`config.mk`:
```
export PLATFORM = sky130hd
export DESIGN_NAME = bba_ram
export DESIGN_NICKNAME = d
export VERILOG_FILES = /design/src/hw/rtl/bba_ram.sv
export SDC_FILE = /design/constraint.sdc
export NUM_CORES = 1
export LEC_CHECK = 0
export BUFFER_PORTS_ARGS = -buffer_cell sky130_fd_sc_hd__buf_2
export CAP_MARGIN = 20
export CORE_MARGIN = 3
export CORE_UTILIZATION = 55
export DETAILED_ROUTE_END_ITERATION = 10
export PLACE_DENSITY = 0.78
export SYNTH_ARGS = -nofsm -noshare
export SYNTH_HDL_FRONTEND = slang
export SYNTH_SLANG_ARGS = --single-unit
```
`constraint.sdc`:
```
create_clock -name clk -period 3.6 [get_ports clk]
set_clock_uncertainty 0.1 [all_clocks]
set_input_delay 0.72 -clock clk [delete_from_list [all_inputs] [get_ports clk]]
set_output_delay 0.72 -clock clk [all_outputs]
set_load 0.02 [all_outputs]
```
`src/hw/rtl/bba_ram.sv`:
```
// ----------------------------------------------------------------------------
// Allocator state RAM
// One write port and one read port, read data registered.
// ----------------------------------------------------------------------------
module bba_ram #(
    parameter int WIDTH  = 1,
    parameter int ADDR_W = 4
) (
    input  logic              clk,
    input  logic              we,
    input  logic [ADDR_W-1:0] waddr,
    input  logic [WIDTH-1:0]  wdata,
    input  logic [ADDR_W-1:0] raddr,
    output logic [WIDTH-1:0]  rdata
);

    logic [WIDTH-1:0] mem [(1 << ADDR_W)];

    // Write port
    always_ff @(posedge clk)
    begin
        if (we)
        begin
            mem[waddr] <= wdata;
        end
    end

    // Registered read port
    always_ff @(posedge clk)
    begin
        rdata <= mem[raddr];
    end

endmodule

```
---- Word-level counts from Yosys, hierarchy flattened ----
Memory sizes are Yosys's and may differ from the RTL's. A register that Yosys moved wholly into a read port is not among the register bits.
Index checks and enable logic that the tools add are counted.
cells by class
  multiplexer cells ....................... 2
operator list
  operator          count
  1-bit 2-to-1 mux  2
storage, ports and cells
  memory bits (writable) .................. 16
  bits of input ports ..................... 11
  memories kept ........................... 1
  bits in registers ....................... 0
  output and inout bits ................... 1
  word-level logic and storage cells ...... 3
memory list
  memory  words  width  read ports  clocked after Yosys merged registers in  write ports  RTL line  RTL
  mem     16     1      1           1                                        1            17        logic [WIDTH-1:0] mem [(1 << ADDR_W)];

---- Longest topological paths before layout ----
  depth after elaboration ................. 2
  gate-level depth with buffers ........... 3
  depth with buffers taken out ............ 3

---- Worst setup path before layout ----
OpenSTA, ideal clock, no wires.
  path type ............................... input port to flip-flop
  from .................................... input port waddr[2]
  to ...................................... memory mem[0] (enable)
  stages .................................. 2
  data required time ...................... 3.188 ns
  arrival time ............................ 1.357 ns
  library setup time ...................... 0.312 ns
  slack ................................... 1.830 ns
  cell sequence ........................... or3b_2 -> nor3_1
RTL lines
  element             RTL line  RTL
  start: declaration  11        input logic [ADDR_W-1:0] waddr,
  end: declaration    17
No word-level cell before the write port.

---- Worst setup path after layout ----
  from .................................... input port waddr[2]
  to ...................................... memory mem[0] (enable)
No word-level cell before the write port.

==> results.cfg <==
[outcome]
status = complete, no violations

[min_path]
hold_class = primary input to register

[logic_synthesis]
synth_compound_area_share_pct = 0
synthTopCellsByArea = edfxtp_1 64%, mux4_1 14%, nor2_1 6.0%, mux2i_1 4.0%, dfxtp_1 2.7%
syn_avg_cell_area_um2 = 15.9
synthesis.nets = 58
netlist_area_um2 = 746
synth_adder_area_share_pct = 0
synthMuxAreaShare_pct = 18.1
ys_seq_elements = 17
synthCells = 47
synth.yosys.seq_area_share_pct = 67.1
synth_top_family_by_area = multiplexers
synth-simple-area-share_pct = 14.8
yosysWarnings = 0
synthXorXnorAreaFrac_pct = 0
synth.distinct_cells = 11
synth_top_area_share_pct = 64.4
yosysTopAreaCell = edfxtp_1

[clocking]
cts_num_sinks = 17
clock_latency_ns = 0.28
clockBufferDepth = 2
cts_resized = 0
cts_tree = done
clkTransAtPathRegs_ns = 0.09
post_cts_buffers = 0
numCtsBuffers = 3
holdBufCountCts = 0
htreeDepth = 1
cts_root_buf = clkbuf_4

[floorplanning]
fp.dieH_um = 42.8
start_util_pct = 62.9
core_area_um2 = 1190
io_pins = 12
die_w_um = 42.8
row_count = 12
dieArea_um2 = 1830

[route]
drt_iter0_markers = 12
drt_first_pass_iters = 3
routed_wl_mm = 1.08
viasPerCell = 5.72
routed-via-count = 435
drc_errors = 0
ant_nets = 0
wl_per_cell_um = 14.2

[layout]
num_antenna_cells = 0
nets = 74
n_fill_cell = 82
layout_commonest_cell = edfxtp_1
syn_to_final_growth_pct = 13.3
layout_common_cells = 16 x edfxtp_1, 12 x nor2_1, 11 x buf_2
multi_input_area_um2 = 245
post-route-cell-area_um2 = 845
final_layout_size_suffix_gt1_share_pct = 24.2
register_area_um2 = 500

[timing]
slew_violations = 0
finalSetupViolCount = 0
max-slew-margin-rel_pct = 85.2
period_share_pct = 45.1
fin_tns_setup_ns = 0
clock.fmax_mhz = 616
final_hold_viol_count = 0
rsz0062_at_grt = false
period_minus_slack_ns = 1.62
worst_slew_pin_slew_ns = 0.220
worst_slack_ns = 1.98

[setup_path]
worstSetupEndpointType = register
critPathRequiredTime_ns = 3.49
crit_fanout = 4
path_class = primary input to register
cp.arrival_ns = 1.51
start_kind = primary input

[global_routing]
antenna_found_initial = 0
grt_max_degree = 17
grt_pass1_vias = 469
grt.overflow.total = 0
grt_pass1_wl_mm = 1.92
track_usage_pct = 14.2

[placement]
port_buffers = 11
placed_cell_area_um2 = 818
place_congestion = 0.718
place_hpwl_um = 811
preCtsSetupSlack_ns = 1.67

[pwr]
peakVddDrop_v = 0.000258
leakage_uw = 0.000303
power_density_nw_per_um2 = 414

[run]
maxCapViolations = 0
## routing by layer
metal	routed length, um	GRT usage [%]
met4	10	4.97
met1	447	16.3
met5	0	0
met2	536	24.6
met3	84	4.66
## path summary, 6_finish.rpt
| check | slack (ns) | to | startpoint | cells past startpoint |
|---|---|---|---|---|
| worst max register to register | 2.25 | rdata | mem[9] | 3 |
| worst min register to register | 0.65 | rdata | mem[7] | 3 |
| worst min-delay path | 0.53 | rdata | raddr[2] | 2 |
| worst max-delay path | 1.98 | mem[0] | waddr[2] | 3 |
## synthesized netlist by cell type
cell,number
nor2_1,12
or3b_2,1
mux4_1,4
nand3_1,1
nor3_1,4
dfxtp_1,1
nand3b_1,2
mux2i_1,3
nand2b_1,2
nand2_1,1
edfxtp_1,16
## kinds of logic (layout without fill, tap and decap cells)
| logic type | after synthesis | count (layout) |
|---|---|---|
| simple gates | 23 | 23 |
| buf+inv | 0 | 15 |
| flops | 17 | 17 |
| mux | 7 | 7 |
## final cells by class
cell class	count	share of cell area, %
clock buffer	4	3.11
timing repair buffer	11	6.52
tap	14	2.07
multi-input combinational	30	29.0
sequential	17	59.3
## report_power, final
| group | leakage [uW] | internal [uW] | switching [uW] |
|---|---|---|---|
| clock | 0.0000150 | 42.9 | 54.2 |
| combinational | 0.000135 | 13.7 | 16.7 |
| sequential | 0.000153 | 221 | 0.967 |
| total | 0.000303 | 277 | 71.8 |
## worst max-delay path, stage by stage
cell,delay [ns]
buf_2,0.11
or3b_2,0.51
nor3_1,0.17
## per-stage QoR
step	util, %	hold slack [ns]	cells	power, uW
after floorplan	-	0.586	47	242
after global placement	69.0	0.622	72	256
after detailed placement	69.0	0.625	72	257
after CTS	71.2	0.525	76	351
after global routing	71.2	0.520	76	365
final	71.2	0.525	76	349
## registers in the layout, summed over array words and instances (netlist names)
register	cells
mem	16
rdata	1
No activity file was read; power rests on OpenSTA's default activity.
